<file path="config.mk">
export PLATFORM = sky130hd
export DESIGN_NAME = clock_calendar_with_display_scan_unit
export DESIGN_NICKNAME = d
export VERILOG_FILES = /design/src/hdl/ccds_pkg.sv /design/src/hdl/ccds_time_core.sv /design/src/hdl/ccds_disp.sv /design/src/hdl/clock_calendar_with_display_scan_unit.sv
export SDC_FILE = /design/constraint.sdc
export NUM_CORES = 1
export LEC_CHECK = 0
export BUFFER_PORTS_ARGS = -buffer_cell sky130_fd_sc_hd__buf_2
export CAP_MARGIN = 20
export CORE_UTILIZATION = 49
export DETAILED_ROUTE_END_ITERATION = 8
export GPL_TIMING_DRIVEN = 0
export PLACE_DENSITY = 0.68
export SYNTH_ARGS = -nofsm -noshare
export SYNTH_HDL_FRONTEND = slang
export SYNTH_SLANG_ARGS = --single-unit
</file>
<file path="constraint.sdc">
create_clock -name clk -period 4.5 [get_ports clk]
set_input_delay 0.9 -clock clk [delete_from_list [all_inputs] [get_ports clk]]
set_output_delay 0.9 -clock clk [all_outputs]
set_load 0.05 [all_outputs]
</file>
<file path="src/hdl/ccds_pkg.sv">
// Shared types, constants and functions for the clock/calendar display scan unit.
package ccds_pkg;

	localparam int unsigned CPS_W = 12;
	localparam logic [CPS_W-1:0] CPS_RESET = 12'd244;

	localparam logic [3:0] MONTH_JAN = 4'd1;
	localparam logic [3:0] MONTH_FEB = 4'd2;
	localparam logic [3:0] MONTH_APR = 4'd4;
	localparam logic [3:0] MONTH_JUN = 4'd6;
	localparam logic [3:0] MONTH_SEP = 4'd9;
	localparam logic [3:0] MONTH_NOV = 4'd11;
	localparam logic [3:0] MONTH_DEC = 4'd12;

	localparam logic [13:0] YEAR_RESET = 14'd2018;
	localparam logic [13:0] YEAR_MAX   = 14'd9999;
	// year mod 100 and mod 400 at reset
	localparam logic [6:0] YEAR_M100_RESET = 7'd18;
	localparam logic [8:0] YEAR_M400_RESET = 9'd18;

	// BCD time and calendar date
	typedef struct packed {
		logic [13:0] year;
		logic [3:0]  month;
		logic [4:0]  day;
		logic [1:0]  hr_t;
		logic [3:0]  hr_u;
		logic [2:0]  min_t;
		logic [3:0]  min_u;
		logic [2:0]  sec_t;
		logic [3:0]  sec_u;
	} time_t;

	localparam time_t TIME_RESET = '{
		year: YEAR_RESET, month: MONTH_DEC, day: 5'd1,
		hr_t: 2'd0, hr_u: 4'd0, min_t: 3'd0, min_u: 4'd0, sec_t: 3'd0, sec_u: 4'd0
	};

	function automatic logic [7:0] seg_of(input logic [3:0] digit);
		logic [7:0] seg;
		case (digit)
			4'd0:    seg = 8'hFC;
			4'd1:    seg = 8'h60;
			4'd2:    seg = 8'hDA;
			4'd3:    seg = 8'hF2;
			4'd4:    seg = 8'h66;
			4'd5:    seg = 8'hB6;
			4'd6:    seg = 8'hBE;
			4'd7:    seg = 8'hE4;
			4'd8:    seg = 8'hFE;
			4'd9:    seg = 8'hF6;
			default: seg = 8'h00;
		endcase
		return seg;
	endfunction

	function automatic logic [4:0] days_in_month(input logic [3:0] month, input logic leap);
		logic [4:0] days;
		case (month) inside
			MONTH_FEB:                               days = leap ? 5'd29 : 5'd28;
			MONTH_APR, MONTH_JUN, MONTH_SEP, MONTH_NOV: days = 5'd30;
			default:                                 days = 5'd31;
		endcase
		return days;
	endfunction

endpackage

</file>
<file path="src/hdl/ccds_time_core.sv">
// Scan phase, half-tick counter and BCD time/date counters.
module ccds_time_core (
	input  logic                          clk,
	input  logic                          arst_n,
	input  logic                          tick,
	input  logic [ccds_pkg::CPS_W-1:0]    cps,
	output logic [1:0]                    phase_nxt,
	output ccds_pkg::time_t               time_cur,
	output ccds_pkg::time_t               time_nxt
);

	logic [1:0]                 phase_q;
	logic [ccds_pkg::CPS_W-1:0] half_cnt_q;
	logic [ccds_pkg::CPS_W-1:0] half_inc;
	logic [ccds_pkg::CPS_W-1:0] half_nxt;
	ccds_pkg::time_t            time_q;
	logic [6:0]                 m100_q, m100_nxt;
	logic [8:0]                 m400_q, m400_nxt;
	logic                       count_en, sec_step;
	logic                       c_sec_u, c_sec_t, c_min_u, c_min_t, c_day;
	logic                       midnight, month_end, year_end, year_inc, leap;
	logic [3:0]                 hr_u_inc;
	logic [1:0]                 hr_t_inc;

	assign time_cur = time_q;

	// year mod 4/100/400 tracked incrementally, no divider
	assign leap = ((time_q.year[1:0] == 2'd0) && (m100_q != 7'd0)) || (m400_q == 9'd0);

	always_comb begin
		phase_nxt = phase_q + 2'd1;
		count_en  = ~phase_nxt[0];          // phases 0 and 2
		half_inc  = half_cnt_q + {{(ccds_pkg::CPS_W-1){1'b0}}, 1'b1};
		sec_step  = count_en && (half_inc >= cps);
		half_nxt  = count_en ? (sec_step ? '0 : half_inc) : half_cnt_q;

		c_sec_u = sec_step && (time_q.sec_u == 4'd9);
		c_sec_t = c_sec_u && (time_q.sec_t == 3'd5);
		c_min_u = c_sec_t && (time_q.min_u == 4'd9);
		c_min_t = c_min_u && (time_q.min_t == 3'd5);

		hr_u_inc = (time_q.hr_u == 4'd9) ? 4'd0 : time_q.hr_u + 4'd1;
		hr_t_inc = (time_q.hr_u == 4'd9) ? time_q.hr_t + 2'd1 : time_q.hr_t;
		midnight = (hr_t_inc == 2'd2) && (hr_u_inc == 4'd4);

		c_day     = c_min_t && midnight;
		month_end = time_q.day >= ccds_pkg::days_in_month(time_q.month, leap);
		year_end  = time_q.month == ccds_pkg::MONTH_DEC;
		year_inc  = c_day && month_end && year_end && (time_q.year < ccds_pkg::YEAR_MAX);

		time_nxt = time_q;
		if (sec_step)
			time_nxt.sec_u = c_sec_u ? 4'd0 : time_q.sec_u + 4'd1;
		if (c_sec_u)
			time_nxt.sec_t = c_sec_t ? 3'd0 : time_q.sec_t + 3'd1;
		if (c_sec_t)
			time_nxt.min_u = c_min_u ? 4'd0 : time_q.min_u + 4'd1;
		if (c_min_u)
			time_nxt.min_t = c_min_t ? 3'd0 : time_q.min_t + 3'd1;
		if (c_min_t) begin
			time_nxt.hr_u = midnight ? 4'd0 : hr_u_inc;
			time_nxt.hr_t = midnight ? 2'd0 : hr_t_inc;
		end
		if (c_day) begin
			time_nxt.day = month_end ? 5'd1 : time_q.day + 5'd1;
			if (month_end)
				time_nxt.month = year_end ? ccds_pkg::MONTH_JAN : time_q.month + 4'd1;
		end
		if (year_inc)
			time_nxt.year = time_q.year + 14'd1;

		m100_nxt = m100_q;
		m400_nxt = m400_q;
		if (year_inc) begin
			m100_nxt = (m100_q == 7'd99)  ? 7'd0 : m100_q + 7'd1;
			m400_nxt = (m400_q == 9'd399) ? 9'd0 : m400_q + 9'd1;
		end
	end

	always_ff @(posedge clk or negedge arst_n) begin
		if (!arst_n) begin
			phase_q    <= 2'd0;
			half_cnt_q <= '0;
			time_q     <= ccds_pkg::TIME_RESET;
			m100_q     <= ccds_pkg::YEAR_M100_RESET;
			m400_q     <= ccds_pkg::YEAR_M400_RESET;
		end else if (tick) begin
			phase_q    <= phase_nxt;
			half_cnt_q <= half_nxt;
			time_q     <= time_nxt;
			m100_q     <= m100_nxt;
			m400_q     <= m400_nxt;
		end
	end

endmodule

</file>
<file path="src/hdl/ccds_disp.sv">
// Digit select and seven-segment encode for the scanned display digit.
module ccds_disp (
	input  logic            show_hours,
	input  logic [1:0]      phase,
	input  ccds_pkg::time_t time_cur,
	output logic [7:0]      segments,
	output logic [3:0]      digit_enables
);

	logic [3:0] digit;

	always_comb begin
		case (phase)
			2'd0:    digit = show_hours ? {2'b00, time_cur.hr_t} : {1'b0, time_cur.min_t};
			2'd1:    digit = show_hours ? time_cur.hr_u : time_cur.min_u;
			2'd2:    digit = show_hours ? time_cur.min_u : time_cur.sec_u;
			default: digit = show_hours ? {1'b0, time_cur.min_t} : {1'b0, time_cur.sec_t};
		endcase
		segments      = ccds_pkg::seg_of(digit);
		digit_enables = ~(4'b0001 << phase);
	end

endmodule

</file>
<file path="src/hdl/clock_calendar_with_display_scan_unit.sv">
// Top level of the clock/calendar with multiplexed seven-segment display scan.
//
// Use: each request on the slave stream (s_*) is one display-scan timer tick,
// with s_tdata[0] selecting hours:minutes (1) or minutes:seconds (0). For each
// request one result leaves on the master stream (m_*): the segment pattern
// and active-low digit enable of the digit scanned on this tick (taken from
// the time before this tick's advance), then the time and date after it.
// Every second scan phase counts a half-tick; reaching counts_per_second
// advances the BCD time, rolling through day, month and year (Gregorian leap
// years, year held at 9999).
// counts_per_second is written over the cfg_* channel (always ready); write
// it only while no request is in flight.
// m_tvalid rises in the cycle after request acceptance. Throughput: one
// request per cycle, set by the single output register; s_tready stays high
// while that register is empty or being drained.
// Stall: with m_tvalid high and m_tready low the result holds and s_tready
// drops, so no request is lost.
// Reset (arst_n low): scan phase 0, time 00:00:00, 1 December 2018,
// counts_per_second 244, output empty.
module clock_calendar_with_display_scan_unit (
	input  logic        clk,
	input  logic        arst_n,
	input  logic        s_tvalid,
	output logic        s_tready,
	input  logic [7:0]  s_tdata,   // [0] show_hours, [7:1] zero
	output logic        m_tvalid,
	input  logic        m_tready,
	// [7:0] segments, [11:8] digit_enables, [15:12] second_ones, [18:16] second_tens,
	// [22:19] minute_ones, [25:23] minute_tens, [29:26] hour_ones, [31:30] hour_tens,
	// [36:32] day_of_month, [40:37] month_number, [54:41] year_number, [55] zero
	output logic [55:0] m_tdata,
	input  logic        cfg_valid,
	output logic        cfg_ready,
	input  logic [11:0] cfg_data
);

	logic [ccds_pkg::CPS_W-1:0] cps_q;
	logic                       accept;
	logic [1:0]                 phase_nxt;
	ccds_pkg::time_t            time_cur, time_nxt;
	logic [7:0]                 segments;
	logic [3:0]                 digit_enables;
	logic                       m_tvalid_q;
	logic [55:0]                m_tdata_q;

	// config register, always ready
	assign cfg_ready = 1'b1;

	always_ff @(posedge clk or negedge arst_n) begin
		if (!arst_n)
			cps_q <= ccds_pkg::CPS_RESET;
		else if (cfg_valid && cfg_ready)
			cps_q <= cfg_data;
	end

	// take a request whenever the output register is free this cycle
	assign s_tready = !m_tvalid_q || m_tready;
	assign accept   = s_tvalid && s_tready;

	ccds_time_core u_core (
		.clk       (clk),
		.arst_n    (arst_n),
		.tick      (accept),
		.cps       (cps_q),
		.phase_nxt (phase_nxt),
		.time_cur  (time_cur),
		.time_nxt  (time_nxt)
	);

	// display uses the pre-advance time and the new phase
	ccds_disp u_disp (
		.show_hours    (s_tdata[0]),
		.phase         (phase_nxt),
		.time_cur      (time_cur),
		.segments      (segments),
		.digit_enables (digit_enables)
	);

	// output register
	always_ff @(posedge clk or negedge arst_n) begin
		if (!arst_n)
			m_tvalid_q <= 1'b0;
		else if (accept)
			m_tvalid_q <= 1'b1;
		else if (m_tready)
			m_tvalid_q <= 1'b0;
	end

	always_ff @(posedge clk) begin
		if (accept)
			m_tdata_q <= {1'b0, time_nxt.year, time_nxt.month, time_nxt.day,
				time_nxt.hr_t, time_nxt.hr_u, time_nxt.min_t, time_nxt.min_u,
				time_nxt.sec_t, time_nxt.sec_u, digit_enables, segments};
	end

	assign m_tvalid = m_tvalid_q;
	assign m_tdata  = m_tdata_q;

endmodule

</file>
==> out/qor.txt <==
area leader, netlist -> dfrtp_1
FMAX -> 233.0 MHz
Die Wd -> 128.6 um
crit start category -> flip-flop
initial antenna violation count -> 0
critical path type -> flip-flop to flip-flop
mux contribution to synthesized area -> 4.369%
final wirelength -> 16750 um
outcome -> completed
Antenna diodes -> 0
core area -> 15430 um2
r2r setup slk -> 210 ps
worst slew pin tran -> 848.6 ps
critical path arrival -> 4460 ps
CTS Buffer Depth -> 2
worst setup margin -> 208.4 ps
Reg2Reg Depth -> 13
Layout fillers -> 1329
leakage power -> 0.003907 uW
Slew headroom -> 43.43%
Synth Area in Adders -> 7.175%
RSZ-0062 raised after global routing -> false
Final Instance Area -> 9116 um2
Reg2Reg Capture Point -> m_tdata[27]
number of hold violations in the final report -> 0
synthesized area per cell -> 10.30 um2
CP Max Fanout -> 7
remaining global-route overflow -> 0
CTS Buf Count -> 17
post-synthesis xor/xnor area fraction -> 5.022%
most frequent cells in the layout -> 78 x buf_2, 71 x nand2_1, 67 x dfrtp_1, 64 x o21ai_0, 54 x edfxtp_1
pre-CTS WS -> 200.3 ps
Via density -> 5.681
post-CTS setup buffer count -> 0
Remaining DRCs -> 0
DR pass1 iterations -> 5
gpl congestion -> 0.8460
Vert. Die Dim -> 128.6 um
via count -> 6136
Worst Setup End Kind -> flip-flop
CTS tree -> yes
fin crit period -> 4292 ps
sequential share of the synthesized area -> 48.39%
Final Slew Violations -> 0
routed len/inst -> 15.51 um
synthesis-to-finish area growth -> 16.17%
Pwr Density -> 400.0 nW/um2
top cell type's share of synthesized area -> 21.36%
Synth Warn # -> 0
Crit Reg-Reg Startpoint -> u_core.half_cnt_q[2]
final worst-path cycle share -> 95.37%
clock sinks -> 140
first-pass GRT wire length -> 27790 um
die area -> 16530 um2
synthesized area -> 7848 um2
vias in the first global route -> 5743
top_reg_cell synth -> dfrtp_1
max-cap violations -> 0
clk_lat worst skew -> 420 ps
FF+latch count, synth -> 140
# IOs -> 84
Final ANT Viol Nets -> 0
cell count after synthesis -> 762
Rows -> 45
Area after DPL -> 8507 um2
htree depth -> 4
Netlist cell types -> 69
final net count -> 926
CTS root buffer -> clkbuf_16
Iter 0 DRT Violations -> 431
share of cells above drive strength 1 -> 20.94%
worst hold-check path type -> input port to asynchronous set/reset pin
Crit path required time -> 4670 ps
Max IR drop VDD -> 0.2541 mV
gr usage total -> 21.60%
Clock transition at path regs -> 60 ps
commonest non-fill, non-tap cell in the layout -> buf_2
largest family of logic cells by synthesized area -> simple AND/OR/NAND/NOR gates
Post-synth EDFFs -> 54
Synth Area in Compound Gates -> 14.08%
IO buf count -> 73
pin count of the biggest net entering global routing -> 64
initial core utilization -> 50.87%
Detail Placement HPWL -> 11870 um
setup TNS -> 0 ps
skew final -> 8.959 ps
Post-Synth Simple-Gate Area -> 16.52%
Final setup viols -> 0
synth top area cells -> dfrtp_1 21%, edfxtp_1 21%, ha_1 7.2%, dfstp_2 6.4%, o21ai_0 4.1%
fraction of registers with async set/reset -> 61.43%
-- Yosys cell counts, types with 4 or more instances --
master and instances:
o2111ai_1 4, nand4_1 4, and3_1 8, edfxtp_1 54, nor4_2 6, mux2_2 24, mux2i_1 5, inv_1 48
nand2_1 71, o21ai_0 64, or3_1 5, buf_2 6, ha_1 45, and4_1 5, and2_1 7, nand3_1 40
nor3_1 28, xor2_1 32, o31ai_1 21, dfstp_2 19, nor2b_1 6, xnor2_1 13, a31oi_1 5, nand2b_1 8
a21oi_1 22, dfrtp_1 67, nor4_1 6, nor2_1 43, clkbuf_1 21, o211ai_1 10
-- critical path: stages (launching register included) --
cell and delay [ps]:
dfrtp_1 440, nand3_1 160, nor3_1 450, and3_1 320, nand3_1 160, xnor2_1 160
ha_1 310, and4_1 290, o31ai_1 120, or3_1 330, clkbuf_1 240, a211oi_2 580
nand2_1 170, mux2_2 310
-- where the power goes --
group	leakage (uW)	total, uW	switching (uW)	internal [uW]
logic	0.00204	696	490	206
registers	0.00158	1510	57.7	1450
clock network	0.000292	1440	531	914
-- through the flow --
| step | util [%] | cells | power [uW] | hold WS (ps) |
|---|---|---|---|---|
| after global placement | 54.97 | 1047 | 2197 | 473.3 |
| after floorplan | - | 763 | 2045 | 456.6 |
| final | 59.09 | 1080 | 3647 | 485.3 |
| after global routing | 59.09 | 1080 | 3805 | 509.4 |
| after detailed placement | 55.14 | 1048 | 2223 | 478.4 |
| after CTS | 59.06 | 1080 | 3663 | 488.6 |
-- worst max path at each step --
| stage | from | end | slack, ps | depth (start not counted) |
|---|---|---|---|---|
| floorplan | m_tready | u_core.time_cur[6] | 570 | 6 |
| detailed placement | u_core.half_cnt_q[2] | m_tdata[40] | 200 | 12 |
| finish | u_core.half_cnt_q[2] | m_tdata[27] | 210 | 13 |
| global placement | m_tready | u_core.time_cur[6] | 100 | 7 |
| CTS | u_core.half_cnt_q[2] | m_tdata[40] | 110 | 12 |
| global route | u_core.half_cnt_q[2] | u_core.m100_q[5] | 20 | 13 |
-- sequential cells by signal, indices dropped and copies added (netlist names) --
signal             flops
cps_q                 12
m_tdata               54
m_tvalid               1
u_core.half_cnt_q     12
u_core.m100_q          7
u_core.m400_q          9
u_core.phase_q         2
u_core.time_cur       43
-- layout make-up --
type	instances	area, um2	area share (%)
Sequential cell	140	3797	41.66
Multi-Input combinational cell	541	3717	40.78
Clock buffer	17	425.4	4.666
Timing Repair Buffer	74	387.9	4.255
Tap cell	211	264.0	2.896
Inverter	48	180.2	1.976
Clock inverter	15	178.9	1.963
Buffer	34	165.2	1.812
-- metal layers --
metal / GRT usage [%] / share of wire (%) / wire, um / up-vias
met5: 0 / 0 / 0 / -
met4: 8.651 / 2.0 / 331 / 0
met3: 4.200 / 5.2 / 879 / 30
met2: 33.74 / 47 / 7799 / 188
met1: 29.68 / 46 / 7737 / 2975
li1: - / - / - / 2943
-- cells by family (layout without fill, tap and decap cells) --
family / Yosys count / in the layout
AO/OA/AOI/OAI: 167 / 167
XOR/XNOR: 45 / 45
adder cells (fa/ha/maj): 45 / 45
buffers and inverters: 82 / 188
flip-flops: 140 / 140
multiplexers: 30 / 30
other: 2 / 3
AND/OR/NAND/NOR: 251 / 251
-- timing repair --
action,in CTS,in global routing
setup endpoints to repair,0,6
hold buffers,0,0
gates resized for setup,0,1
No activity file was read; power rests on OpenSTA's default activity.
